[src/design/art_pkg.sv]
// ============================================================================
// art_pkg
// Shared constants of the adaptive retransmit timer core: event
// codes, configuration register indexes, reset values and datapath widths.
// ============================================================================
package art_pkg;

  // Event codes carried on the input tuser
  localparam logic [2:0] CMD_OPEN     = 3'd0;
  localparam logic [2:0] CMD_SEND_REQ = 3'd1;
  localparam logic [2:0] CMD_SEND_DAT = 3'd2;
  localparam logic [2:0] CMD_EXPIRE   = 3'd3;
  localparam logic [2:0] CMD_REPLY    = 3'd4;

  // Configuration register indexes
  localparam logic [2:0] CFG_INITIAL_DIVISOR = 3'd0;
  localparam logic [2:0] CFG_DIVISOR_STEP    = 3'd1;
  localparam logic [2:0] CFG_INITIAL_RTT     = 3'd2;
  localparam logic [2:0] CFG_TIMEOUT_MULT    = 3'd3;
  localparam logic [2:0] CFG_MAX_TIMEOUT     = 3'd4;
  localparam logic [2:0] CFG_DATA_TRIES      = 3'd5;
  localparam logic [2:0] CFG_REQUEST_TRIES   = 3'd6;

  // Register reset values
  localparam logic [7:0]  RST_INITIAL_DIVISOR = 8'd8;
  localparam logic [7:0]  RST_DIVISOR_STEP    = 8'd1;
  localparam logic [15:0] RST_INITIAL_RTT     = 16'd18;
  localparam logic [3:0]  RST_TIMEOUT_MULT    = 4'd2;
  localparam logic [15:0] RST_MAX_TIMEOUT     = 16'd1000;
  localparam logic [3:0]  RST_DATA_TRIES      = 4'd6;
  localparam logic [3:0]  RST_REQUEST_TRIES   = 4'd3;

  // Timeout after reset: starting estimate times multiplier, clamped to max
  localparam int unsigned RST_PRODUCT = RST_INITIAL_RTT * RST_TIMEOUT_MULT;
  localparam logic [15:0] RST_TIMEOUT =
    (RST_PRODUCT < RST_MAX_TIMEOUT) ? RST_PRODUCT[15:0] : RST_MAX_TIMEOUT;

  // Datapath constants
  localparam logic [15:0] MIN_TIMEOUT = 16'd20;
  localparam logic [15:0] EST_MAX     = 16'hFFFF;
  localparam int unsigned ALU_W       = 33;
  localparam int unsigned PROD_W      = 20;
  localparam logic [7:0]  SENDS_MAX   = 8'd255;

endpackage

[src/design/adaptive_retransmit_timer_core.sv]
// ============================================================================
// adaptive_retransmit_timer_core
// Retransmission timer and round trip estimator for one connection, built
// around one shared 33-bit add/subtract unit under a small sequencer.
// ============================================================================
// Usage:
//   Input channel (s_axis_*): one transaction per event. tuser carries the
//   event code (open, send request, send data/ack, timer expired, good
//   reply) and tdata the current 32-bit tick count.
//   Output channel (m_axis_*): exactly one result transaction per event with
//   the resend and give-up flags, the retransmit timeout and the estimate.
//   Configuration: cfg_we_i writes cfg_wdata_i into register cfg_idx_i;
//   write only while no event is in flight.
// Sequence per event:
//   Send, expiry and unknown codes: straight to the result load.
//   Open: 4 shift-add multiply steps, clamp, result load.
//   Good reply after a clean exchange: measure, average, multiply.
//   Good reply after a resend: the 16 restoring divide
//   steps of estimate/K on the shared adder, then grow and multiply.
//   The block takes one event at a time; tready returns once the result is
//   in the output register.
// Reset: state and registers take their defaults (timeout 36 ticks).
// Stall: a finished result waits in the output register; a following result
//   waits in the sequencer until the receiver takes the first one.
module adaptive_retransmit_timer_core
  import art_pkg::*;
(
  input  logic        clk_i,
  input  logic        rst_ni,
  // event input
  input  logic        s_axis_tvalid,
  output logic        s_axis_tready,
  input  logic [31:0] s_axis_tdata,   // [31:0] now_ticks
  input  logic [2:0]  s_axis_tuser,   // [2:0] command
  // result output
  output logic        m_axis_tvalid,
  input  logic        m_axis_tready,
  output logic [39:0] m_axis_tdata,   // [0] resend, [1] give_up,
                                      // [17:2] timeout_ticks, [33:18] rtt_estimate
  // configuration write port
  input  logic        cfg_we_i,
  input  logic [2:0]  cfg_idx_i,
  input  logic [15:0] cfg_wdata_i
);

  typedef enum logic [2:0] {
    ST_IDLE, ST_MEAS, ST_AVG, ST_DIV, ST_GROW, ST_MUL, ST_CLAMP, ST_DONE
  } state_e;

  state_e state_q;

  // configuration registers
  logic [7:0]  init_div_q, div_step_q;
  logic [15:0] init_rtt_q, max_timeout_q;
  logic [3:0]  mult_q, data_tries_q, req_tries_q;

  // connection state
  logic [15:0] rtt_est_q, retx_timeout_q;
  logic [7:0]  divisor_k_q, sends_this_q, sends_last_q;
  logic [3:0]  tries_left_q;
  logic [31:0] send_time_q;

  // sequencer work registers
  logic [31:0]       work_q;
  logic [15:0]       quo_q;
  logic [7:0]        rem_q;
  logic [PROD_W-1:0] acc_q;
  logic [3:0]        cnt_q;
  logic              reply_q, resend_q, give_up_q;

  // output register
  logic        out_valid_q, out_resend_q, out_give_up_q;
  logic [15:0] out_timeout_q, out_rtt_q;

  logic s_acc;
  assign s_axis_tready = (state_q == ST_IDLE);
  assign s_acc         = s_axis_tvalid && s_axis_tready;

  assign m_axis_tvalid = out_valid_q;
  assign m_axis_tdata  = {6'd0, out_rtt_q, out_timeout_q, out_give_up_q, out_resend_q};

  // divisor selection for a good reply
  logic [7:0] load_div, k_clean, k_grow, k_dec;
  always_comb begin
    load_div = (init_div_q == 8'd0) ? 8'd1 : init_div_q;
    k_clean  = (sends_last_q == 8'd1) ? load_div : divisor_k_q;
    k_dec    = (k_clean > div_step_q) ? (k_clean - div_step_q) : 8'd1;
    k_grow   = ((sends_last_q > 8'd1) && (k_clean > 8'd1)) ? k_dec : k_clean;
    if (k_grow == 8'd0) begin
      k_grow = 8'd1;
    end
  end

  // shared add/subtract unit
  logic [ALU_W-1:0] alu_a, alu_b;
  logic             alu_sub;
  logic [ALU_W:0]   alu_res;
  logic [PROD_W-1:0] mul_term;

  always_comb begin
    mul_term = {{(PROD_W-16){1'b0}}, rtt_est_q} << cnt_q[1:0];
    alu_a    = '0;
    alu_b    = '0;
    alu_sub  = 1'b0;
    case (state_q)
      ST_MEAS: begin
        alu_a   = {1'b0, work_q};
        alu_b   = {1'b0, send_time_q};
        alu_sub = 1'b1;
      end
      ST_AVG: begin
        alu_a = {1'b0, work_q};
        alu_b = {{(ALU_W-16){1'b0}}, rtt_est_q};
      end
      ST_DIV: begin
        alu_a   = {{(ALU_W-9){1'b0}}, rem_q, quo_q[15]};
        alu_b   = {{(ALU_W-8){1'b0}}, divisor_k_q};
        alu_sub = 1'b1;
      end
      ST_GROW: begin
        alu_a = {{(ALU_W-16){1'b0}}, rtt_est_q};
        alu_b = {{(ALU_W-16){1'b0}}, quo_q};
      end
      ST_MUL: begin
        alu_a = {{(ALU_W-PROD_W){1'b0}}, acc_q};
        alu_b = mult_q[cnt_q[1:0]] ? {{(ALU_W-PROD_W){1'b0}}, mul_term} : '0;
      end
      default: begin
        alu_sub = 1'b0;
      end
    endcase
    alu_res = {1'b0, alu_a} + {1'b0, alu_b ^ {ALU_W{alu_sub}}}
            + {{ALU_W{1'b0}}, alu_sub};
  end

  // clamp the product into the timeout range; halve the sum for the average
  logic [15:0] t_max, t_fin;
  logic [31:0] avg_sum;
  always_comb begin
    t_max   = (acc_q > {{(PROD_W-16){1'b0}}, max_timeout_q}) ? max_timeout_q
                                                               : acc_q[15:0];
    t_fin   = (reply_q && (t_max < MIN_TIMEOUT)) ? MIN_TIMEOUT : t_max;
    avg_sum = alu_res[32:1];
  end

  // sequencer, state and output register
  always_ff @(posedge clk_i or negedge rst_ni) begin
    if (!rst_ni) begin
      state_q        <= ST_IDLE;
      init_div_q     <= RST_INITIAL_DIVISOR;
      div_step_q     <= RST_DIVISOR_STEP;
      init_rtt_q     <= RST_INITIAL_RTT;
      mult_q         <= RST_TIMEOUT_MULT;
      max_timeout_q  <= RST_MAX_TIMEOUT;
      data_tries_q   <= RST_DATA_TRIES;
      req_tries_q    <= RST_REQUEST_TRIES;
      rtt_est_q      <= RST_INITIAL_RTT;
      retx_timeout_q <= RST_TIMEOUT;
      divisor_k_q    <= RST_INITIAL_DIVISOR;
      sends_this_q   <= 8'd0;
      sends_last_q   <= 8'd1;
      tries_left_q   <= 4'd0;
      send_time_q    <= 32'd0;
      work_q         <= 32'd0;
      quo_q          <= 16'd0;
      rem_q          <= 8'd0;
      acc_q          <= '0;
      cnt_q          <= 4'd0;
      reply_q        <= 1'b0;
      resend_q       <= 1'b0;
      give_up_q      <= 1'b0;
      out_valid_q    <= 1'b0;
      out_resend_q   <= 1'b0;
      out_give_up_q  <= 1'b0;
      out_timeout_q  <= 16'd0;
      out_rtt_q      <= 16'd0;
    end else begin
      // take configuration writes
      if (cfg_we_i) begin
        case (cfg_idx_i)
          CFG_INITIAL_DIVISOR: init_div_q    <= cfg_wdata_i[7:0];
          CFG_DIVISOR_STEP:    div_step_q    <= cfg_wdata_i[7:0];
          CFG_INITIAL_RTT:     init_rtt_q    <= cfg_wdata_i;
          CFG_TIMEOUT_MULT:    mult_q        <= cfg_wdata_i[3:0];
          CFG_MAX_TIMEOUT:     max_timeout_q <= cfg_wdata_i;
          CFG_DATA_TRIES:      data_tries_q  <= cfg_wdata_i[3:0];
          CFG_REQUEST_TRIES:   req_tries_q   <= cfg_wdata_i[3:0];
          default:             ;
        endcase
      end

      // drop the result once the receiver takes it
      if (out_valid_q && m_axis_tready) begin
        out_valid_q <= 1'b0;
      end

      case (state_q)
        ST_IDLE: begin
          if (s_acc) begin
            resend_q  <= 1'b0;
            give_up_q <= 1'b0;
            reply_q   <= 1'b0;
            acc_q     <= '0;
            cnt_q     <= 4'd0;
            state_q   <= ST_DONE;
            case (s_axis_tuser)
              CMD_OPEN: begin
                rtt_est_q    <= init_rtt_q;
                divisor_k_q  <= load_div;
                sends_this_q <= 8'd0;
                sends_last_q <= 8'd1;
                tries_left_q <= 4'd0;
                send_time_q  <= 32'd0;
                state_q      <= ST_MUL;
              end
              CMD_SEND_REQ, CMD_SEND_DAT: begin
                tries_left_q <= (s_axis_tuser == CMD_SEND_REQ) ? req_tries_q
                                                                : data_tries_q;
                send_time_q  <= s_axis_tdata;
                sends_this_q <= 8'd1;
              end
              CMD_EXPIRE: begin
                if (tries_left_q > 4'd1) begin
                  tries_left_q <= tries_left_q - 4'd1;
                  if (sends_this_q < SENDS_MAX) begin
                    sends_this_q <= sends_this_q + 8'd1;
                  end
                  resend_q <= 1'b1;
                end else begin
                  tries_left_q <= 4'd0;
                  give_up_q    <= 1'b1;
                end
              end
              CMD_REPLY: begin
                reply_q      <= 1'b1;
                sends_last_q <= sends_this_q;
                work_q       <= s_axis_tdata;
                if (sends_this_q == 8'd1) begin
                  divisor_k_q <= k_clean;
                  state_q     <= ST_MEAS;
                end else begin
                  divisor_k_q <= k_grow;
                  quo_q       <= rtt_est_q;
                  rem_q       <= 8'd0;
                  state_q     <= ST_DIV;
                end
              end
              default: ;
            endcase
          end
        end
        ST_MEAS: begin
          work_q  <= alu_res[31:0];
          state_q <= ST_AVG;
        end
        ST_AVG: begin
          rtt_est_q <= (|avg_sum[31:16]) ? EST_MAX : avg_sum[15:0];
          state_q   <= ST_MUL;
        end
        ST_DIV: begin
          // one restoring divide step: keep the difference when no borrow
          rem_q <= alu_res[ALU_W] ? alu_res[7:0] : {rem_q[6:0], quo_q[15]};
          quo_q <= {quo_q[14:0], alu_res[ALU_W]};
          cnt_q <= cnt_q + 4'd1;
          if (cnt_q == 4'd15) begin
            state_q <= ST_GROW;
          end
        end
        ST_GROW: begin
          rtt_est_q <= alu_res[16] ? EST_MAX : alu_res[15:0];
          state_q   <= ST_MUL;
        end
        ST_MUL: begin
          // shift-add one multiplier bit per cycle
          acc_q <= alu_res[PROD_W-1:0];
          if (cnt_q[1:0] == 2'd3) begin
            cnt_q   <= 4'd0;
            state_q <= ST_CLAMP;
          end else begin
            cnt_q <= cnt_q + 4'd1;
          end
        end
        ST_CLAMP: begin
          retx_timeout_q <= t_fin;
          state_q        <= ST_DONE;
        end
        ST_DONE: begin
          // load the result once the output register is free
          if (!out_valid_q || m_axis_tready) begin
            out_valid_q   <= 1'b1;
            out_resend_q  <= resend_q;
            out_give_up_q <= give_up_q;
            out_timeout_q <= retx_timeout_q;
            out_rtt_q     <= rtt_est_q;
            state_q       <= ST_IDLE;
          end
        end
        default: state_q <= ST_IDLE;
      endcase
    end
  end

  // ---------------------------------------------------------------------------
  // Assertions
  // ---------------------------------------------------------------------------
  a_busy_after_accept: assert property (@(posedge clk_i) disable iff (!rst_ni)
    s_acc |=> !s_axis_tready)
    else $error("input accepted while sequencer busy");

  a_divisor_nonzero: assert property (@(posedge clk_i) disable iff (!rst_ni)
    divisor_k_q != 8'd0)
    else $error("growth divisor reached zero");

  a_flags_exclusive: assert property (@(posedge clk_i) disable iff (!rst_ni)
    !(out_resend_q && out_give_up_q))
    else $error("resend and give-up reported together");

  a_done_waits: assert property (@(posedge clk_i) disable iff (!rst_ni)
    (state_q == ST_DONE && out_valid_q && !m_axis_tready) |=> state_q == ST_DONE)
    else $error("pending result overwritten during stall");

endmodule
[config.mk]
export PLATFORM = sky130hd
export DESIGN_NAME = adaptive_retransmit_timer_core
export DESIGN_NICKNAME = d
export VERILOG_FILES = /design/src/design/art_pkg.sv /design/src/design/adaptive_retransmit_timer_core.sv
export SDC_FILE = /design/constraint.sdc
export NUM_CORES = 1
export LEC_CHECK = 0
export BUFFER_PORTS_ARGS = -buffer_cell sky130_fd_sc_hd__buf_2
export CAP_MARGIN = 20
export CORE_MARGIN = 1
export CORE_UTILIZATION = 55
export DETAILED_ROUTE_END_ITERATION = 8
export PLACE_DENSITY = 0.73
export SLEW_MARGIN = 20
export SYNTH_ARGS = -nofsm -noshare
export SYNTH_HDL_FRONTEND = slang
export SYNTH_SLANG_ARGS = --single-unit
[constraint.sdc]
create_clock -name clk_i -period 15.7 [get_ports clk_i]
set_clock_uncertainty 0.1 [all_clocks]
set_input_delay 0.785 -clock clk_i [delete_from_list [all_inputs] [get_ports clk_i]]
set_output_delay 0.785 -clock clk_i [all_outputs]
set_load 0.01 [all_outputs]
==> impl_metrics.ini, run 1 <==
[routing]
vias_per_cell = 6.44
drc = 0
first_pass_iters = 6
antenna_left = 0
wl_per_cell_um = 22.4
vias = 15500
wl_um = 53700
dr.first_iter.drc_count = 1584

[place]
dp_slack_ps = 8580
numPortBuffers = 94
dpl_cell_area_um2 = 17900
gp_congestion = 0.987
hpwl_um = 39200
place_inst = 2345

[global_route]
gr-total-overflow = 0
grt_usage = 0.340
grt_pass1_wl_um = 83500
antenna_found_initial = 1
grt_pass1_vias = 14600
grt_max_degree = 73

[final_layout]
final_cells = 2398
fin_nets = 2103
antenna_cells = 0
area_growth_pct = 10.3
drive_gt1_frac = 0.159
final_cell_area_um2 = 18900

[logic_synthesis]
synth_cells = 1952
yosysMostFrequentCell = nand2_1
ys.flop_type = dfrtp_1
yosysWarnings = 0
synth_area_um2 = 17100
syn_avg_cell_area_um2 = 8.78
synthTopCellsByCount = 269 x nand2_1, 252 x dfrtp_1, 195 x o21ai_0, 164 x a21oi_1, 118 x nor2_1
synth.top_cell.area_share = 0.368
synth-async-reset-ratio = 1.00
synth_area_leaders = dfrtp_1 37%, mux2_2 6.4%, nand2_1 5.9%, o21ai_0 5.7%, a21oi_1 4.8%
synth_seq_area_share = 0.400
synth_area_leader_cell = dfrtp_1
synth_seq_cells = 273
synth_edf_count = 0
ys_types = 73

[timing]
period_share = 0.450
slew_headroom = 0.271
final-max-slew-violation-count = 0
rsz0062_at_grt = false
setup_ws_ps = 8630
setup_violations = 0
fmax_mhz = 141
finalHoldViolCount = 0
final.min_clock_period_ps = 7070
fin_setup_tns_ps = 0
worst_slew_pin_slew_ps = 1090

[power_and_ir_drop]
pwr_density_cell_nw_per_um2 = 241
power_mw = 4.57
p_leak_nw = 8.57
ir_worst_vdd_uv = 129

[critical_path]
r2r_slack_ps = 8630
rr_startpoint = state_q[2]
critical_path_peak_fanout = 32
r2r_cells = 18
end_kind = flop
critPathKind = reg2reg
critPathArrivalTime_ps = 7410
r2r-end = rtt_est_q[8]
cp.required_ps = 16040
crit_path_start_kind = flop

[clocking]
path_clk_slew_ps = 60
post_cts_buffers = 0
insertion_delay_ps = 580
clock-sinks = 273
root_buffer = clkbuf_16
cts_hold_buf = 0
postCtsResizedCells = 0
clock_path_buffers = 3
htreeDepth = 1
cts_tree = yes
cts_made_buffers = 30

[floorplanning]
fp.dieH_um = 179
die-area_um2 = 31900
core_area_um2 = 30600
io_pins = 101
initial_core_util = 0.560
rows = 64
die_w_um = 179

[flow_run]
maxCapViolations = 0

[min_path]
hold_path_class = in2async

[status]
status = completed
## worst max-delay path by stage
stage,from,end,slack (ps),depth (start not counted)
2_1_floorplan,state_q[0],rtt_est_q[15],10300,23
3_3_place_gp,state_q[2],rtt_est_q[15],8750,20
3_5_place_dp,state_q[2],rtt_est_q[5],8580,19
4_1_cts,state_q[2],rtt_est_q[8],8530,19
5_1_grt,state_q[2],rtt_est_q[8],8300,19
6_report,state_q[2],rtt_est_q[8],8630,18
## report_power, final
| part | internal, mW | leakage [nW] | switching (mW) |
|---|---|---|---|
| combinational | 0.905 | 4.68 | 1.65 |
| clock | 0.449 | 0.514 | 0.293 |
| sequential | 0.983 | 3.37 | 0.285 |
## layout by cell type (no fill, tap or decap), drive strengths merged, types with 61 or more instances in the layout
cell type / count
a21oi: 164
buf: 125
dfrtp: 252
ha: 61
mux2: 97
mux2i: 77
nand2: 269
nand3: 71
nor2: 118
o21ai: 197
## cells by family (layout without fill, tap and decap cells)
group	count (synthesis)	after routing	share of synthesized area
AO/OA/AOI/OAI	581	581	0.208
XOR/XNOR	38	38	0.0194
adder cells (fa/ha/maj)	63	63	0.0469
buffers and inverters	189	234	0.0444
flip-flops	273	273	0.400
multiplexers	174	174	0.109
other	1	6	0.000219
AND/OR/NAND/NOR	633	633	0.172
## metal layers
layer  track usage  wire length (um)
met1         0.483             23800
met2         0.526             24000
met3        0.0665              4450
met4        0.0964              1470
met5             0                 0
## sequential cells by signal, summed over array words and instances, names as in the netlist, 8 cells and up
signal,count
send_time_q,32
work_q,32
acc_q,20
init_rtt_q,16
max_timeout_q,16
out_rtt_q,16
out_timeout_q,16
quo_q,16
retx_timeout_q,16
rtt_est_q,16
div_step_q,8
divisor_k_q,8
init_div_q,8
rem_q,8
sends_last_q,8
sends_this_q,8
## through the flow
step | hold slack, ps | utilization
after floorplan | 335 | -
after global placement | 348 | 0.583
after detailed placement | 356 | 0.584
after CTS | 43.3 | 0.618
after global routing | 58.7 | 0.618
final | 34.3 | 0.618
## final cells by class
class / count / area [um^2]
multi-input combinational: 1495 / 9580
clock buffer: 42 / 866
fill: 2704 / 11700
clock inverter: 11 / 186
inverter: 56 / 210
timing repair buffer: 125 / 713
tap: 396 / 495
sequential: 273 / 6860
## worst max-delay path, cell delays in order (launching register included)
cell      delay, ps
dfrtp_2         810
buf_4           420
nand2_1         110
nor2_1          510
and3_1          290
o21bai_2        330
a221oi_1        270
a221oi_1        270
ha_1            350
a21o_1          220
a221oi_2        420
nand4b_1        340
a21o_1          190
a311oi_1        110
or3_1           370
a221oi_2        340
nand4b_1        590
or4_1           690
o21a_1          180
Note: power is estimated with default switching activity, not from simulation.
==> run 2, diff against run 1 <==
- ABC_AREA: default -> 1
- PLACE_DENSITY: 0.73 -> 0.76
- clock period: 15.7 -> 5.8 ns (I/O delays scaled with it)
==> run 2 against run 1 <==
Flip-flop and latch count unchanged. Die area down 1.0%. Cell area up 1.2%. Clock power rose to 2.6 times the previous value. Largest power group unchanged.
==> impl_metrics.ini, run 2 <==
[global_route]
grt_pass1_wl_um = 86800
antenna_found_initial = 0
grt_max_degree = 149
grt_usage = 0.356
grt_pass1_vias = 15800
gr-total-overflow = 0

[clocking]
clock_path_buffers = 3
cts_made_buffers = 31
post_cts_buffers = 0
cts_tree = yes
htreeDepth = 1
root_buffer = clkbuf_16
path_clk_slew_ps = 60
insertion_delay_ps = 570
clock-sinks = 273

[final_layout]
drive_gt1_frac = 0.114
final_common_cell = nand2_1
antenna_cells = 0
area_growth_pct = 12.9
layout_common_cells = 526 x nand2_1, 305 x o21ai_0, 304 x inv_1
fin_nets = 2506
largestRegisters = send_time_q: 32 flops, work_q: 32 flops, acc_q: 20 flops

[power_and_ir_drop]
p_leak_nw = 9.29
pwr_density_cell_nw_per_um2 = 682
ir_worst_vdd_uv = 368

[logic_synthesis]
synth.top_cell.area_share = 0.372
synth_area_um2 = 17000
synth_area_leader_cell = dfrtp_1
yosysWarnings = 0
ys.flop_type = dfrtp_1
synth_seq_area_share = 0.404
synth-async-reset-ratio = 1.00
synth_cells = 2286
synth_area_leaders = dfrtp_1 37%, nand2_1 12%, o21ai_0 9.0%, inv_1 6.7%, ha_1 4.5%
syn_avg_cell_area_um2 = 7.42
synthTopCellsByCount = 527 x nand2_1, 305 x o21ai_0, 304 x inv_1, 252 x dfrtp_1, 170 x nor2_1
synth_edf_count = 0
yosysMostFrequentCell = nand2_1
ys_types = 60
synth_seq_cells = 273

[timing]
final.min_clock_period_ps = 5090
fin_setup_tns_ps = 0
fmax_mhz = 196
setup_violations = 0
final-max-slew-violation-count = 0
rsz0062_at_grt = false
period_share = 0.878
finalHoldViolCount = 0
setup_ws_ps = 709
worst_slew_pin_slew_ps = 1070
slew_headroom = 0.286

[routing]
dr.first_iter.drc_count = 1652
wl_per_cell_um = 19.8
antenna_left = 0
first_pass_iters = 6
vias_per_cell = 5.94
wl_um = 55400
vias = 16600
drc = 0

[flow_run]
maxCapViolations = 0

[critical_path]
r2r_cells = 20
cp_slowest_cell = inv_1
cp_cell_sequence = inv_2, nand2_1, nor2_2, inv_1, o22ai_1, a311oi_1, a21oi_1, fa_1, nand2_1, nand2_1, nand3_1, nand3_1, a21oi_1, o21ai_0, or2_2, nand2_1, clkinv_1, a21oi_1, a211oi_1, a21oi_2
crit_buf_inv = 3
critPathArrivalTime_ps = 5480
critPathTopFamily = compound AO/OA/AOI/OAI gates
crit_path_start_kind = flop
r2r-end = rtt_est_q[14]
critical_path_peak_fanout = 23
crit_top_cell = nand2_1
cp.required_ps = 6190
critPathKind = reg2reg
max_stage_delay_ps = 610
r2r_slack_ps = 710
end_kind = flop
rr_startpoint = state_q[1]

[floorplanning]
io_pins = 101
die_w_um = 178
rows = 63
die-area_um2 = 31500
core_area_um2 = 30000
initial_core_util = 0.566
fp.dieH_um = 178

[min_path]
min_to = init_div_q[1]
hold_path_class = in2reg
hold_depth = 3
min_from = cfg_wdata_i[1]

[place]
hpwl_um = 41300
numPortBuffers = 94
gp_congestion = 1.03
dp_slack_ps = 834

[status]
status = completed
## run 2: cells by family (layout without fill, tap and decap cells)
logic type / after synthesis / after routing / synth area share
other cells: 1 / 6 / 0.000221
simple gates: 889 / 889 / 0.225
compound gates: 604 / 604 / 0.206
flops: 273 / 273 / 0.404
fa+ha+maj: 63 / 63 / 0.0474
buf+inv: 421 / 537 / 0.0975
xor+xnor: 25 / 25 / 0.0129
mux: 10 / 10 / 0.00657
## run 2: per-layer routing
layer,share of wire,up-vias,routed length (um),GRT usage
li1,-,7791,-,-
met3,0.081,120,4510,0.0521
met4,0.035,0,1920,0.124
met1,0.44,7904,24300,0.507
met2,0.44,786,24600,0.553
met5,0,-,0,0
## run 2: power breakdown
part | switching, mW | total (mW) | internal [mW]
clock network | 0.816 | 1.92 | 1.11
registers | 0.546 | 3.26 | 2.71
logic | 5.54 | 7.88 | 2.34
## run 2: worst max-delay path by stage
stage	from	end	cells after the start
after global routing	state_q[1]	rtt_est_q[14]	20
after CTS	state_q[1]	rtt_est_q[7]	20
after detailed placement	state_q[1]	rtt_est_q[0]	20
final	state_q[1]	rtt_est_q[14]	20
after floorplan	state_q[2]	rtt_est_q[10]	20
after global placement	state_q[1]	rtt_est_q[6]	21
## run 2: repair_timing
item / 4_1_cts / 5_1_grt
endpoints found under the hold margin: 207 / 0
setup endpoints to repair: 0 / 0
hold buffers: 48 / 0
gates resized for setup: 0 / 0
## run 2: cell type report
cell class | instances | area, um^2
repair buffers | 162 | 1120
well taps | 390 | 488
fillers | 2720 | 10800
clock inverters | 20 | 173
multi-input cells | 1597 | 8480
inverters | 319 | 1200
flip-flops and latches | 273 | 6860
clock buffers | 36 | 825
## run 2: worst reg2reg max path: stages (launching register included)
cell and delay (ps):
dfrtp_1 440, inv_2 170, nand2_1 140, nor2_2 50
inv_1 610, o22ai_1 250, a311oi_1 280, a21oi_1 150
fa_1 510, nand2_1 100, nand2_1 100, nand3_1 100
nand3_1 150, a21oi_1 250, o21ai_0 130, or2_2 290
nand2_1 100, clkinv_1 510, a21oi_1 330, a211oi_1 80
a21oi_2 160
## run 2: stage by stage
step	std cells	area (um^2)	power, mW	hold WS [ps]	utilization
after floorplan	2291	17000	8.43	-106	-
after global placement	2693	17700	10.8	360	0.590
after detailed placement	2693	17700	10.9	365	0.590
after CTS	2797	19100	12.9	38.6	0.639
after global routing	2797	19100	14.0	58.2	0.639
final	2797	19100	13.1	49.1	0.639
==> run 3, diff against run 2 <==
- RECOVER_POWER: default -> 25
==> run 3 against run 2 <==
The flow now finishes with violations (max-capacitance violations, max-slew violations). Sequential share of layout area about the same. Non-clock buffer count stayed put. Final cell count unchanged. Clock-buffer cell count did not move. Routed wire length is essentially flat.
==> impl_metrics.ini, run 3 (synthesis gave the netlist of run 2 again) <==
[status]
status = finished with violations
violations = max-capacitance violations, max-slew violations

[critical_path]
r2r_slack_ps = 710
max_stage_delay_ps = 600
crit_path_start_kind = flop
r2r_cells = 19
critPathTopFamily = compound AO/OA/AOI/OAI gates
critPathLaunch = state_q[0]
r2r-end = rtt_est_q[14]
path_depth = 19
cp_slowest_cell = nor2_4
rr_startpoint = state_q[0]
critical_path_peak_fanout = 30
critPathKind = reg2reg
critPathArrivalTime_ps = 5480
end_kind = flop
cp_cell_sequence = nand2_2, nor2_4, inv_1, o22ai_1, a221oi_1, a31oi_1, ha_1, nand2_1, nor2_1, nand3_1, nand3_1, a21oi_1, o21ai_0, or2_2, nand2_1, clkinv_1, a21oi_1, a211oi_1, a21oi_2
critPathCapture = rtt_est_q[14]
cp.required_ps = 6190
crit_buf_inv = 2

[place]
gp_congestion = 1.03
dpl_cell_area_um2 = 17700
hpwl_um = 41300
numPortBuffers = 94
dp_slack_ps = 834

[timing]
final-max-slew-violation-count = 126
period_share = 0.878
slew_headroom = -1.14
finalHoldViolCount = 0
whs_ps = 45.9
setup_violations = 0
setup_ws_ps = 707
fmax_mhz = 196
worst_slew_pin_slew_ps = 3210
fin_setup_tns_ps = 0
final.min_clock_period_ps = 5090
rsz0062_at_grt = false

[global_route]
gr-total-overflow = 0
grt_max_degree = 149
grt_pass1_wl_um = 86800
grt_usage = 0.356
antenna_found_initial = 0
grt_pass1_vias = 15800

[routing]
vias_per_cell = 5.93
drc = 0
first_pass_iters = 6
antenna_left = 0
vias = 16600
wl_um = 55400
dr.first_iter.drc_count = 1652
wl_per_cell_um = 19.8

[final_layout]
area_growth_pct = 12.8
layout_common_cells = 526 x nand2_1, 305 x o21ai_0, 304 x inv_1
final_common_cell = nand2_1
drive_gt1_frac = 0.113
fin_nets = 2506
antenna_cells = 0
final_cell_area_um2 = 19100
largestRegisters = send_time_q: 32 flops, work_q: 32 flops, acc_q: 20 flops

[floorplanning]
rows = 63
core_area_um2 = 30000
io_pins = 101
fp.dieH_um = 178
die_w_um = 178
die-area_um2 = 31500
initial_core_util = 0.566

[min_path]
hold_path_class = in2reg

[power_and_ir_drop]
ir_worst_vdd_uv = 366
pwr_density_cell_nw_per_um2 = 682
p_leak_nw = 9.28
power_mw = 13.1

[clocking]
insertion_delay_ps = 570
cts_tree = yes
path_clk_slew_ps = 60
root_buffer = clkbuf_16
cts_made_buffers = 31
htreeDepth = 1
clock-sinks = 273
clock_path_buffers = 3

[flow_run]
maxCapViolations = 1
-- run 3: routing by layer --
| layer | vias up | global-route usage | wire [um] |
|---|---|---|---|
| met5 | - | 0 | 0 |
| li1 | 7791 | - | - |
| met4 | 0 | 0.124 | 1910 |
| met2 | 783 | 0.553 | 24600 |
| met3 | 119 | 0.0521 | 4640 |
| met1 | 7888 | 0.507 | 24200 |
-- run 3: where the power goes --
group	internal (mW)	switching (mW)
registers	2.71	0.545
clock network	1.11	0.816
logic	2.34	5.53
-- run 3: worst min-delay path by stage --
stage,startpoint,to,slack (ps),cells past startpoint
3_3_place_gp,out_rtt_q[8],out_rtt_q[8],360,2
6_report,cfg_wdata_i[1],init_div_q[1],50,3
5_1_grt,cfg_wdata_i[2],init_div_q[2],60,3
3_5_place_dp,rst_ni,out_timeout_q[9],360,1
2_1_floorplan,rst_ni,acc_q[0],-110,0
4_1_cts,cfg_wdata_i[1],init_div_q[1],40,3
-- run 3: tightest hold or removal path, stage by stage --
cell and delay, ps:
buf_2 80, inv_1 120, o21ai_0 180
-- run 3: timing repair --
| item | in CTS | in global routing |
|---|---|---|
| resized for setup | 0 | 0 |
| hold buffers | 48 | 0 |
| hold endpoints to repair | 207 | 0 |
| setup buffers | 0 | 0 |
-- run 3: area by class of cell --
type | instances | area (um^2)
clock buffer | 36 | 825
inverter | 319 | 1200
timing repair buffer | 162 | 1110
tap | 390 | 488
sequential | 273 | 6860
clock inverter | 20 | 173
fill | 2722 | 10800
multi-input combinational | 1597 | 8480
-- run 3: through the flow --
stage          std cells  utilization
5_1_grt             2797        0.639
3_5_place_dp        2693        0.590
3_3_place_gp        2693        0.590
6_report            2797        0.639
4_1_cts             2797        0.639
2_1_floorplan       2291            -
